### src/design/ttfp_pkg.sv
// Package for the tracked target frame parser.
// Holds the phase encoding, frame header constants and y decoding helpers.
// No dependencies; used by the channel interfaces and the top level.
package ttfp_pkg;

    localparam int BYTE_W  = 8;
    localparam int Y_W     = 9;
    localparam int COUNT_W = 32;

    localparam logic [BYTE_W-1:0] HDR_FIRST  = 8'd201;
    localparam logic [BYTE_W-1:0] HDR_SECOND = 8'd202;
    localparam logic [BYTE_W-1:0] HDR_THIRD  = 8'd203;
    localparam logic [Y_W-1:0]    Y_BIAS     = 9'd100;

    localparam logic KIND_DATA    = 1'b0;
    localparam logic KIND_RESTART = 1'b1;

    typedef enum logic [3:0] {
        PH_WAIT1 = 4'd0,
        PH_X1    = 4'd1,
        PH_Y1    = 4'd2,
        PH_WAIT2 = 4'd3,
        PH_X2    = 4'd4,
        PH_Y2    = 4'd5,
        PH_WAIT3 = 4'd6,
        PH_X3    = 4'd7,
        PH_Y3    = 4'd8
    } phase_t;

    function automatic logic signed [Y_W-1:0] decode_y(input logic [BYTE_W-1:0] b);
        decode_y = $signed({1'b0, b} - Y_BIAS);
    endfunction

    function automatic logic visible(input logic [BYTE_W-1:0] x,
                                     input logic signed [Y_W-1:0] y);
        visible = !((x == '0) && (y == $signed(-Y_BIAS)));
    endfunction

endpackage

### src/design/ttfp_in_if.sv
// Input channel of the tracked target frame parser: one stream word per handshake.
// Depends on ttfp_pkg for field widths.
interface ttfp_in_if;
    logic                         valid;
    logic                         ready;
    logic                         kind;
    logic [ttfp_pkg::BYTE_W-1:0]  data_byte;

    modport source (output valid, output kind, output data_byte, input ready);
    modport sink   (input valid, input kind, input data_byte, output ready);
endinterface

### src/design/ttfp_out_if.sv
// Result channel of the tracked target frame parser: one decoded word per input word.
// Depends on ttfp_pkg for field widths.
interface ttfp_out_if;
    logic                                valid;
    logic                                ready;
    logic                                frame_done;
    logic [ttfp_pkg::BYTE_W-1:0]         first_x;
    logic signed [ttfp_pkg::Y_W-1:0]     first_y;
    logic [ttfp_pkg::BYTE_W-1:0]         second_x;
    logic signed [ttfp_pkg::Y_W-1:0]     second_y;
    logic [ttfp_pkg::BYTE_W-1:0]         third_x;
    logic signed [ttfp_pkg::Y_W-1:0]     third_y;
    logic                                first_seen;
    logic                                second_seen;
    logic                                third_seen;
    logic [ttfp_pkg::COUNT_W-1:0]        frames_total;
    logic [ttfp_pkg::COUNT_W-1:0]        resyncs_total;

    modport source (output valid, input ready, output frame_done,
                    output first_x, output first_y, output second_x, output second_y,
                    output third_x, output third_y, output first_seen,
                    output second_seen, output third_seen, output frames_total,
                    output resyncs_total);
    modport sink   (input valid, output ready, input frame_done,
                    input first_x, input first_y, input second_x, input second_y,
                    input third_x, input third_y, input first_seen,
                    input second_seen, input third_seen, input frames_total,
                    input resyncs_total);
endinterface

### src/design/tracked_target_frame_parser_unit.sv
// Top level of the tracked target frame parser: frame state machine and counters.
// Depends on ttfp_pkg, ttfp_in_if and ttfp_out_if.
//
//   channel  dir  word
//   rx       in   kind, data_byte
//   tgt      out  frame_done, three x/y pairs, three seen flags, two counters
//
// Each word is taken into the input register, then updates the parser state and
// result register, where the result is valid; one word per clock is sustained while
// the result channel does not stall.
// rst_n clears the parser to header wait and zeroes coordinates, flags and counters.
// A stalled result holds the state; the input register still takes one more word.
module tracked_target_frame_parser_unit (
    input  logic       clk,
    input  logic       rst_n,
    ttfp_in_if.sink    rx,
    ttfp_out_if.source tgt
);

    localparam logic [ttfp_pkg::COUNT_W-1:0] COUNT_STEP = {{(ttfp_pkg::COUNT_W-1){1'b0}}, 1'b1};

    logic                              s1_valid_reg;
    logic                              s1_valid_next;
    logic                              s1_kind_reg;
    logic [ttfp_pkg::BYTE_W-1:0]       s1_byte_reg;
    logic                              out_valid_reg;
    logic                              out_valid_next;
    logic                              accept;
    logic                              advance;

    ttfp_pkg::phase_t                  phase_reg;
    ttfp_pkg::phase_t                  phase_next;
    logic                              bad_hdr;

    logic                              done_reg;
    logic                              done_next;
    logic [ttfp_pkg::BYTE_W-1:0]       first_x_reg, first_x_next;
    logic [ttfp_pkg::BYTE_W-1:0]       second_x_reg, second_x_next;
    logic [ttfp_pkg::BYTE_W-1:0]       third_x_reg, third_x_next;
    logic signed [ttfp_pkg::Y_W-1:0]   first_y_reg, first_y_next;
    logic signed [ttfp_pkg::Y_W-1:0]   second_y_reg, second_y_next;
    logic signed [ttfp_pkg::Y_W-1:0]   third_y_reg, third_y_next;
    logic [2:0]                        seen_reg, seen_next;
    logic [ttfp_pkg::COUNT_W-1:0]      frames_reg, frames_next;
    logic [ttfp_pkg::COUNT_W-1:0]      resyncs_reg, resyncs_next;
    logic signed [ttfp_pkg::Y_W-1:0]   y_dec;

    assign advance  = s1_valid_reg && (!out_valid_reg || tgt.ready);
    assign rx.ready = !s1_valid_reg || advance;
    assign accept   = rx.valid && rx.ready;

    always_comb
    begin
        s1_valid_next = s1_valid_reg;
        if (accept)
        begin
            s1_valid_next = 1'b1;
        end
        else if (advance)
        begin
            s1_valid_next = 1'b0;
        end
        out_valid_next = out_valid_reg;
        if (advance)
        begin
            out_valid_next = 1'b1;
        end
        else if (tgt.ready)
        begin
            out_valid_next = 1'b0;
        end
    end

    always_ff @(posedge clk)
    begin
        if (accept)
        begin
            s1_kind_reg <= rx.kind;
            s1_byte_reg <= rx.data_byte;
        end
    end

    // Next phase.
    always_comb
    begin
        phase_next = phase_reg;
        bad_hdr    = 1'b0;
        if (s1_kind_reg == ttfp_pkg::KIND_RESTART)
        begin
            phase_next = ttfp_pkg::PH_WAIT1;
        end
        else
        begin
            unique case (phase_reg)
                ttfp_pkg::PH_X1:    phase_next = ttfp_pkg::PH_Y1;
                ttfp_pkg::PH_Y1:    phase_next = ttfp_pkg::PH_WAIT2;
                ttfp_pkg::PH_X2:    phase_next = ttfp_pkg::PH_Y2;
                ttfp_pkg::PH_Y2:    phase_next = ttfp_pkg::PH_WAIT3;
                ttfp_pkg::PH_X3:    phase_next = ttfp_pkg::PH_Y3;
                ttfp_pkg::PH_Y3:    phase_next = ttfp_pkg::PH_WAIT1;
                ttfp_pkg::PH_WAIT2:
                begin
                    if (s1_byte_reg == ttfp_pkg::HDR_SECOND)
                    begin
                        phase_next = ttfp_pkg::PH_X2;
                    end
                    else
                    begin
                        bad_hdr = 1'b1;
                    end
                end
                ttfp_pkg::PH_WAIT3:
                begin
                    if (s1_byte_reg == ttfp_pkg::HDR_THIRD)
                    begin
                        phase_next = ttfp_pkg::PH_X3;
                    end
                    else
                    begin
                        bad_hdr = 1'b1;
                    end
                end
                default:
                begin
                    phase_next = (s1_byte_reg == ttfp_pkg::HDR_FIRST)
                                 ? ttfp_pkg::PH_X1 : ttfp_pkg::PH_WAIT1;
                end
            endcase
            if (bad_hdr)
            begin
                phase_next = (s1_byte_reg == ttfp_pkg::HDR_FIRST)
                             ? ttfp_pkg::PH_X1 : ttfp_pkg::PH_WAIT1;
            end
        end
    end

    // Register updates and result.
    always_comb
    begin
        y_dec         = ttfp_pkg::decode_y(s1_byte_reg);
        done_next     = 1'b0;
        first_x_next  = first_x_reg;
        second_x_next = second_x_reg;
        third_x_next  = third_x_reg;
        first_y_next  = first_y_reg;
        second_y_next = second_y_reg;
        third_y_next  = third_y_reg;
        seen_next     = seen_reg;
        frames_next   = frames_reg;
        resyncs_next  = resyncs_reg;
        if (bad_hdr)
        begin
            resyncs_next = resyncs_reg + COUNT_STEP;
        end
        if (s1_kind_reg == ttfp_pkg::KIND_DATA)
        begin
            unique case (phase_reg)
                ttfp_pkg::PH_X1: first_x_next  = s1_byte_reg;
                ttfp_pkg::PH_Y1: first_y_next  = y_dec;
                ttfp_pkg::PH_X2: second_x_next = s1_byte_reg;
                ttfp_pkg::PH_Y2: second_y_next = y_dec;
                ttfp_pkg::PH_X3: third_x_next  = s1_byte_reg;
                ttfp_pkg::PH_Y3:
                begin
                    third_y_next = y_dec;
                    seen_next    = {ttfp_pkg::visible(third_x_reg, y_dec),
                                    ttfp_pkg::visible(second_x_reg, second_y_reg),
                                    ttfp_pkg::visible(first_x_reg, first_y_reg)};
                    frames_next  = frames_reg + COUNT_STEP;
                    done_next    = 1'b1;
                end
                default:
                begin
                    done_next = 1'b0;
                end
            endcase
        end
    end

    always_ff @(posedge clk or negedge rst_n)
    begin
        if (!rst_n)
        begin
            s1_valid_reg  <= 1'b0;
            out_valid_reg <= 1'b0;
            phase_reg     <= ttfp_pkg::PH_WAIT1;
            done_reg      <= 1'b0;
            first_x_reg   <= '0;
            second_x_reg  <= '0;
            third_x_reg   <= '0;
            first_y_reg   <= '0;
            second_y_reg  <= '0;
            third_y_reg   <= '0;
            seen_reg      <= '0;
            frames_reg    <= '0;
            resyncs_reg   <= '0;
        end
        else
        begin
            s1_valid_reg  <= s1_valid_next;
            out_valid_reg <= out_valid_next;
            if (advance)
            begin
                phase_reg    <= phase_next;
                done_reg     <= done_next;
                first_x_reg  <= first_x_next;
                second_x_reg <= second_x_next;
                third_x_reg  <= third_x_next;
                first_y_reg  <= first_y_next;
                second_y_reg <= second_y_next;
                third_y_reg  <= third_y_next;
                seen_reg     <= seen_next;
                frames_reg   <= frames_next;
                resyncs_reg  <= resyncs_next;
            end
        end
    end

    assign tgt.valid         = out_valid_reg;
    assign tgt.frame_done    = done_reg;
    assign tgt.first_x       = first_x_reg;
    assign tgt.first_y       = first_y_reg;
    assign tgt.second_x      = second_x_reg;
    assign tgt.second_y      = second_y_reg;
    assign tgt.third_x       = third_x_reg;
    assign tgt.third_y       = third_y_reg;
    assign tgt.first_seen    = seen_reg[0];
    assign tgt.second_seen   = seen_reg[1];
    assign tgt.third_seen    = seen_reg[2];
    assign tgt.frames_total  = frames_reg;
    assign tgt.resyncs_total = resyncs_reg;

endmodule

### src/flat_wrapper.sv
// flat-port wrapper written by rule: the top's interface ports become plain ports
module tracked_target_frame_parser_unit_flat 
  (clk, rst_n, rx_valid, rx_kind, rx_data_byte, rx_ready, tgt_valid, tgt_ready, tgt_frame_done, tgt_first_x, tgt_first_y, tgt_second_x, tgt_second_y, tgt_third_x, tgt_third_y, tgt_first_seen, tgt_second_seen, tgt_third_seen, tgt_frames_total, tgt_resyncs_total);
  ttfp_in_if rx_i ();
  ttfp_out_if tgt_i ();
  input  logic clk;
  input  logic rst_n;
  input wire logic [$bits(rx_i.valid)-1:0] rx_valid;
  input wire logic [$bits(rx_i.kind)-1:0] rx_kind;
  input wire logic [$bits(rx_i.data_byte)-1:0] rx_data_byte;
  output wire logic [$bits(rx_i.ready)-1:0] rx_ready;
  output wire logic [$bits(tgt_i.valid)-1:0] tgt_valid;
  input wire logic [$bits(tgt_i.ready)-1:0] tgt_ready;
  output wire logic [$bits(tgt_i.frame_done)-1:0] tgt_frame_done;
  output wire logic [$bits(tgt_i.first_x)-1:0] tgt_first_x;
  output wire logic [$bits(tgt_i.first_y)-1:0] tgt_first_y;
  output wire logic [$bits(tgt_i.second_x)-1:0] tgt_second_x;
  output wire logic [$bits(tgt_i.second_y)-1:0] tgt_second_y;
  output wire logic [$bits(tgt_i.third_x)-1:0] tgt_third_x;
  output wire logic [$bits(tgt_i.third_y)-1:0] tgt_third_y;
  output wire logic [$bits(tgt_i.first_seen)-1:0] tgt_first_seen;
  output wire logic [$bits(tgt_i.second_seen)-1:0] tgt_second_seen;
  output wire logic [$bits(tgt_i.third_seen)-1:0] tgt_third_seen;
  output wire logic [$bits(tgt_i.frames_total)-1:0] tgt_frames_total;
  output wire logic [$bits(tgt_i.resyncs_total)-1:0] tgt_resyncs_total;
  assign rx_i.valid = rx_valid;
  assign rx_i.kind = rx_kind;
  assign rx_i.data_byte = rx_data_byte;
  assign rx_ready = rx_i.ready;
  assign tgt_valid = tgt_i.valid;
  assign tgt_i.ready = tgt_ready;
  assign tgt_frame_done = tgt_i.frame_done;
  assign tgt_first_x = tgt_i.first_x;
  assign tgt_first_y = tgt_i.first_y;
  assign tgt_second_x = tgt_i.second_x;
  assign tgt_second_y = tgt_i.second_y;
  assign tgt_third_x = tgt_i.third_x;
  assign tgt_third_y = tgt_i.third_y;
  assign tgt_first_seen = tgt_i.first_seen;
  assign tgt_second_seen = tgt_i.second_seen;
  assign tgt_third_seen = tgt_i.third_seen;
  assign tgt_frames_total = tgt_i.frames_total;
  assign tgt_resyncs_total = tgt_i.resyncs_total;
  tracked_target_frame_parser_unit u_core (.clk(clk), .rst_n(rst_n), .rx(rx_i), .tgt(tgt_i));
endmodule
### config.mk
export PLATFORM = sky130hd
export DESIGN_NAME = tracked_target_frame_parser_unit_flat
export DESIGN_NICKNAME = d
export VERILOG_FILES = /design/src/design/ttfp_pkg.sv /design/src/design/ttfp_in_if.sv /design/src/design/ttfp_out_if.sv /design/src/design/tracked_target_frame_parser_unit.sv /design/src/flat_wrapper.sv
export SDC_FILE = /design/constraint.sdc
export NUM_CORES = 1
export LEC_CHECK = 0
export BUFFER_PORTS_ARGS = -buffer_cell sky130_fd_sc_hd__buf_2
export CORE_MARGIN = 3
export CORE_UTILIZATION = 54
export DETAILED_ROUTE_END_ITERATION = 10
export GPL_ROUTABILITY_DRIVEN = 1
export PLACE_DENSITY = 0.79
export SETUP_SLACK_MARGIN = 0.1
export SLEW_MARGIN = 20
export SYNTH_ARGS = -nofsm -noshare
export SYNTH_HDL_FRONTEND = slang
export SYNTH_SLANG_ARGS = --single-unit
### constraint.sdc
create_clock -name clk -period 2.3 [get_ports clk]
set_input_delay 0.23 -clock clk [delete_from_list [all_inputs] [get_ports clk]]
set_output_delay 0.23 -clock clk [all_outputs]
set_load 0.05 [all_outputs]
After elaboration in Yosys (flattened, before gate mapping)
Index checks and enable logic that the tools add are counted.

storage, ports and cells
  memory bits (writable) = 0
  word-level logic and storage cells = 77
  register bits after elaboration = 134
  ROM bits = 0
  output and inout port bits = 121
  latch bits = 0
  memories kept = 0
  bits of input ports = 13

operators by class
  magnitude comparators = 0
  mux-type cells = 17
  reductions and logical operators = 25
  equal/unequal tests = 16
  divide/modulo/power cells = 0
  shifts and indexed selects = 0
  multipliers = 0
  add/subtract/negate cells = 3
  bitwise logic cells = 1

operators by type and width
  operator                                              number
  adder 32 x 1 -> 32 bit (second input constant)        2
  case mux 4 bit (8 select lines)                       1
  equality test 9 x 8 -> 1 bit (second input constant)  3
  equality test 8 bit (second input constant)           3
  zero test 8 bit                                       3
  AND reduction 3 bit                                   7
  equality test 4 x 3 -> 1 bit (second input constant)  4
  2-to-1 mux 4 bit                                      4
  2-to-1 mux 1 bit                                      11
  subtractor 8 x 7 -> 9 bit (second input constant)     1
  equality test 4 x 2 -> 1 bit (second input constant)  2
  != test 4 x 1 -> 1 bit (second input constant)        2
  logical AND 1 bit                                     5
  zero test 1 bit                                       5
  equality test 4 x 1 -> 1 bit (second input constant)  1
  equality test 4 bit (second input constant)           1
  nonzero test 2 bit                                    2
  logical OR 1 bit                                      2
  case mux 1 bit (2 select lines)                       1
  AND reduction 2 bit                                   1
  NOT 1 bit                                             1

Logic depth before layout (Yosys ltp)
  word-level depth = 6
  mapped depth = 8

Worst setup path before layout
OpenSTA, ideal clock, no wires.

  path type = register to register
  start point = reg u_core.s1_byte_reg[2] (netlist name)
  end point = reg u_core.resyncs_reg, in the netlist u_core.tgt.resyncs_total[13]
  setup slack = 300 ps
  data required time = 2157 ps
  arrival time = 1857 ps
  cell stages (with the launch flop) = 8
  library setup time = 143 ps
  path through = edfxtp_1 > inv_1 > ha_1 > and4b_1 > and2_1 > a2111oi_4 > nand4_1 > xnor2_1

between the ends
  cells in the longest elaborated chain, start to end = 6

RTL lines
  what                                    line                                                                              RTL
  from (decl)                             tracked_target_frame_parser_unit.sv:25                                            logic [ttfp_pkg::BYTE_W-1:0] s1_byte_reg;
  from (signal assigned)                  tracked_target_frame_parser_unit.sv:79                                            s1_byte_reg <= rx.data_byte;
  equality test 8 bit (on tied branches)  tracked_target_frame_parser_unit.sv:114, tracked_target_frame_parser_unit.sv:103
  2-to-1 mux 1 bit (on tied branches)     tracked_target_frame_parser_unit.sv:114, tracked_target_frame_parser_unit.sv:103
  case mux 1 bit (2 select lines) (*)     tracked_target_frame_parser_unit.sv:94                                            unique case (phase_reg)
  2-to-1 mux 1 bit (*) (2 in a row)       tracked_target_frame_parser_unit.sv:88                                            if (s1_kind_reg == ttfp_pkg::KIND_RESTART)
  AND reduction 2 bit (no line) (*)       n/a
  to (signal assigned)                    tracked_target_frame_parser_unit.sv:214                                           resyncs_reg <= resyncs_next;
  to (decl)                               tracked_target_frame_parser_unit.sv:45                                            logic [ttfp_pkg::COUNT_W-1:0] resyncs_reg, resyncs_next;

Mark *: on every way between the ends. The rest lies on a longest branch, timed or not. The select of a mux whose other input is x is not followed.
A chain may end at the register's enable or synchronous reset.

Worst setup path after layout
  start point = reg u_core.s1_byte_reg[2] (netlist name)
  end point = reg u_core.resyncs_reg, in the netlist u_core.tgt.resyncs_total[11]

The elaborated chain is that of the path after synthesis.

==> impl_metrics.csv <==
group,metric,value,unit
layout,drive_above_1_share,0.309,
layout,syn_to_final_growth,26.1,%
synthesis,synth_nets,541,
layout,layout_common_cells,"132 x buf_2, 125 x dfrtp_1, 65 x nand2_1",
routing,remaining_drc_errors,0,
global_routing,grt_pass1_vias,4750,
clocking,cts_buffers,17,
run_status,outcome,"finished, final reports clean",
clocking,clk_latency,0.52,ns
clocking,root_buffer,"clkbuf_8",
floorplan,core,10500,µm²
sta,tightest_slew,0.565,ns
synthesis,ys_ff_latch,134,
routing,avgRoutedWirePerCell,17.1,µm
clocking,cts.sinks,134,
power,powerDensity,1060,nW/µm²
worst_setup_path,reg2reg_depth,8,
routing,finalWirelength,14300,µm
global_routing,antenna_found_initial,0,
worst_setup_path,critPathCaptureType,"register",
global_routing,grt_usage,0.238,
sta,fin_crit,2.07,ns
sta,slew_viol_final,0,
routing,first_iter_violations,318,
clocking,cts_resized,0,
placed_design,finalWeightedCongestion,0.866,
routing,vias,4643,
synthesis,syn_area_per_cell,11.4,µm²
layout,diodes,0,
floorplan,ios,134,
hold_path,holdCritStartpoint,"tgt_ready",
sta,fin_ws,0.231,ns
clocking,htree_levels,4,
worst_setup_path,cp_max_fo,9,
global_routing,grt_pass1_wl,23900,µm
routing,firstDrtPassIters,5,
global_routing,grt_overflow,0,
synthesis,syn_area,5960,µm²
worst_setup_path,crit_arrival,2.47,ns
synthesis,ys_seq_area_frac,0.570,
synthesis,synth_enable_flop_cells,9,
job,cap_violations,0,
worst_setup_path,reg2reg_from,"u_core.s1_byte_reg[2]",
floorplan,die_w,111,µm
layout,final_common_cell,"buf_2",
power,vdd_drop_max,0.838,mV
placed_design,port-buffer-count,133,
floorplan,dieArea,12300,µm²
placed_design,hpwl,10300,µm
worst_setup_path,reg2reg_slack,0.23,ns
clocking,cts_tree,"done",
hold_path,hp-class,"in -> reg",
worst_setup_path,crit_end,"u_core.tgt.resyncs_total[11]",
sta,hold_violations,0,
floorplan,rows,37,
sta,fmax,483,MHz
synthesis,synth_warnings,0,
sta,finalSetupViolations,0,
worst_setup_path,rr_endpoint,"u_core.tgt.resyncs_total[11]",
floorplan,die_y,111,µm
sta,finClkSkew,0.0183,ns
placed_design,pre_cts_ws,0.189,ns
global_routing,grt_max_degree,53,
sta,min_period_over_period,0.900,
clocking,cts.reportedPaths.clkPinSlew,0.06,ns
layout,n_fill_cell,740,
synthesis,ys_types,50,
sta,rsz0062_at_grt,"no",
worst_setup_path,start_kind,"register",
layout,final_nets,706,
sta,slew_headroom,0.623,
synthesis,ys.flop_type,"dfrtp_1",
clocking,cts.path.max_buffers,2,
power,p_leak,3.84,nW
worst_setup_path,required,2.70,ns
synthesis,netlist_instances,524,
worst_setup_path,crit_start,"u_core.s1_byte_reg[2]",
routing,avgViaCountPerCell,5.55,
sta,fin_setup_tns,0,ns
worst_setup_path,crit_type,"reg -> reg",
synthesis,synth-async-reset-ratio,0.933,
floorplan,initial_core_util,0.567,
routing,ant_nets,0,
-- synth_stat cells (all sizes together), types with 5 or more instances --
library cell	n	area, µm²
clkbuf	9	33.8
nor3	13	76.3
nand2	65	244
nand4	36	238
and3	11	68.8
mux2	29	327
o21ai	23	115
dfrtp	125	3130
nor2b	5	31.3
xnor2	40	350
nand3	18	90.1
nor2	36	135
nor4	7	50.1
inv	11	41.3
edfxtp	9	270
xor2	28	245
buf	7	41.3
a21oi	5	28.8
-- worst max-delay path, cell delays in order (launching register included) --
cell       delay, ns
edfxtp_1        0.35
inv_1           0.07
ha_1            0.19
and4b_1         0.24
and2_1          0.20
a2111oi_4       0.38
buf_4           0.23
nand4_1         0.13
xnor2_1         0.15
-- per-layer routing --
layer  track usage  wire, µm  vias to the layer above
met5             0         0                        -
met4        0.0641       135                        0
met3        0.0540       934                       15
met2         0.389      6930                      175
met1         0.325      6310                     2274
li1              -         -                     2179
-- cell type report --
cell class	count	area [µm²]	area share
Clock buffer	25	484	0.0644
Clock inverter	5	50.0	0.00666
Inverter	11	41.3	0.00549
Multi-Input combinational cell	363	2450	0.325
Sequential cell	134	3400	0.452
Tap cell	136	170	0.0226
Timing Repair Buffer	162	926	0.123
-- logic make-up (layout without fill, tap and decap cells) --
kind of cell,after synthesis,in the layout,share of synthesized area
XOR/XNOR,68,68,0.0999
buffers and inverters,27,203,0.0195
AO/OA/AOI/OAI,42,42,0.0470
flip-flops,134,134,0.570
multiplexers,29,29,0.0548
AND/OR/NAND/NOR,220,220,0.200
adder cells (fa/ha/maj),4,4,0.00840
-- worst min-delay path by stage --
| stage | endpoint | slack [ns] | cells past startpoint |
|---|---|---|---|
| final | u_core.s1_valid_reg | 0.06 | 3 |
| after floorplan | u_core.phase_reg[0] | -0.07 | 0 |
| after detailed placement | u_core.tgt.frames_total[18] | 0.24 | 1 |
| after CTS | u_core.s1_valid_reg | 0.03 | 3 |
| after global placement | u_core.tgt.third_y[0] | 0.23 | 1 |
| after global routing | u_core.s1_valid_reg | 0.06 | 3 |
-- timing repair --
item                                    4_1_cts  5_1_grt
hold buffers                                 11        0
endpoints found under the setup margin        0        9
hold endpoints to repair                     44        0
setup buffers                                 0        1
-- report_power, final --
part           total [mW]  internal [mW]  switching (mW)
clock                2.43           1.53           0.907
sequential           3.12           2.76           0.360
combinational        2.42          0.633            1.78
total                7.97           4.92            3.05
-- per-stage QoR --
stage          cell area, µm²  utilization  cells  total power [mW]  hold slack, ns
2_1_floorplan            5960            -    524              4.89         -0.0656
3_5_place_dp             6860        0.653    794              5.56           0.238
4_1_cts                  7510        0.714    835              8.03          0.0346
3_3_place_gp             6860        0.653    794              5.48           0.233
6_report                 7520        0.715    836              7.97          0.0564
5_1_grt                  7520        0.715    836              8.31          0.0605
No activity file was read; power rests on OpenSTA's default activity.
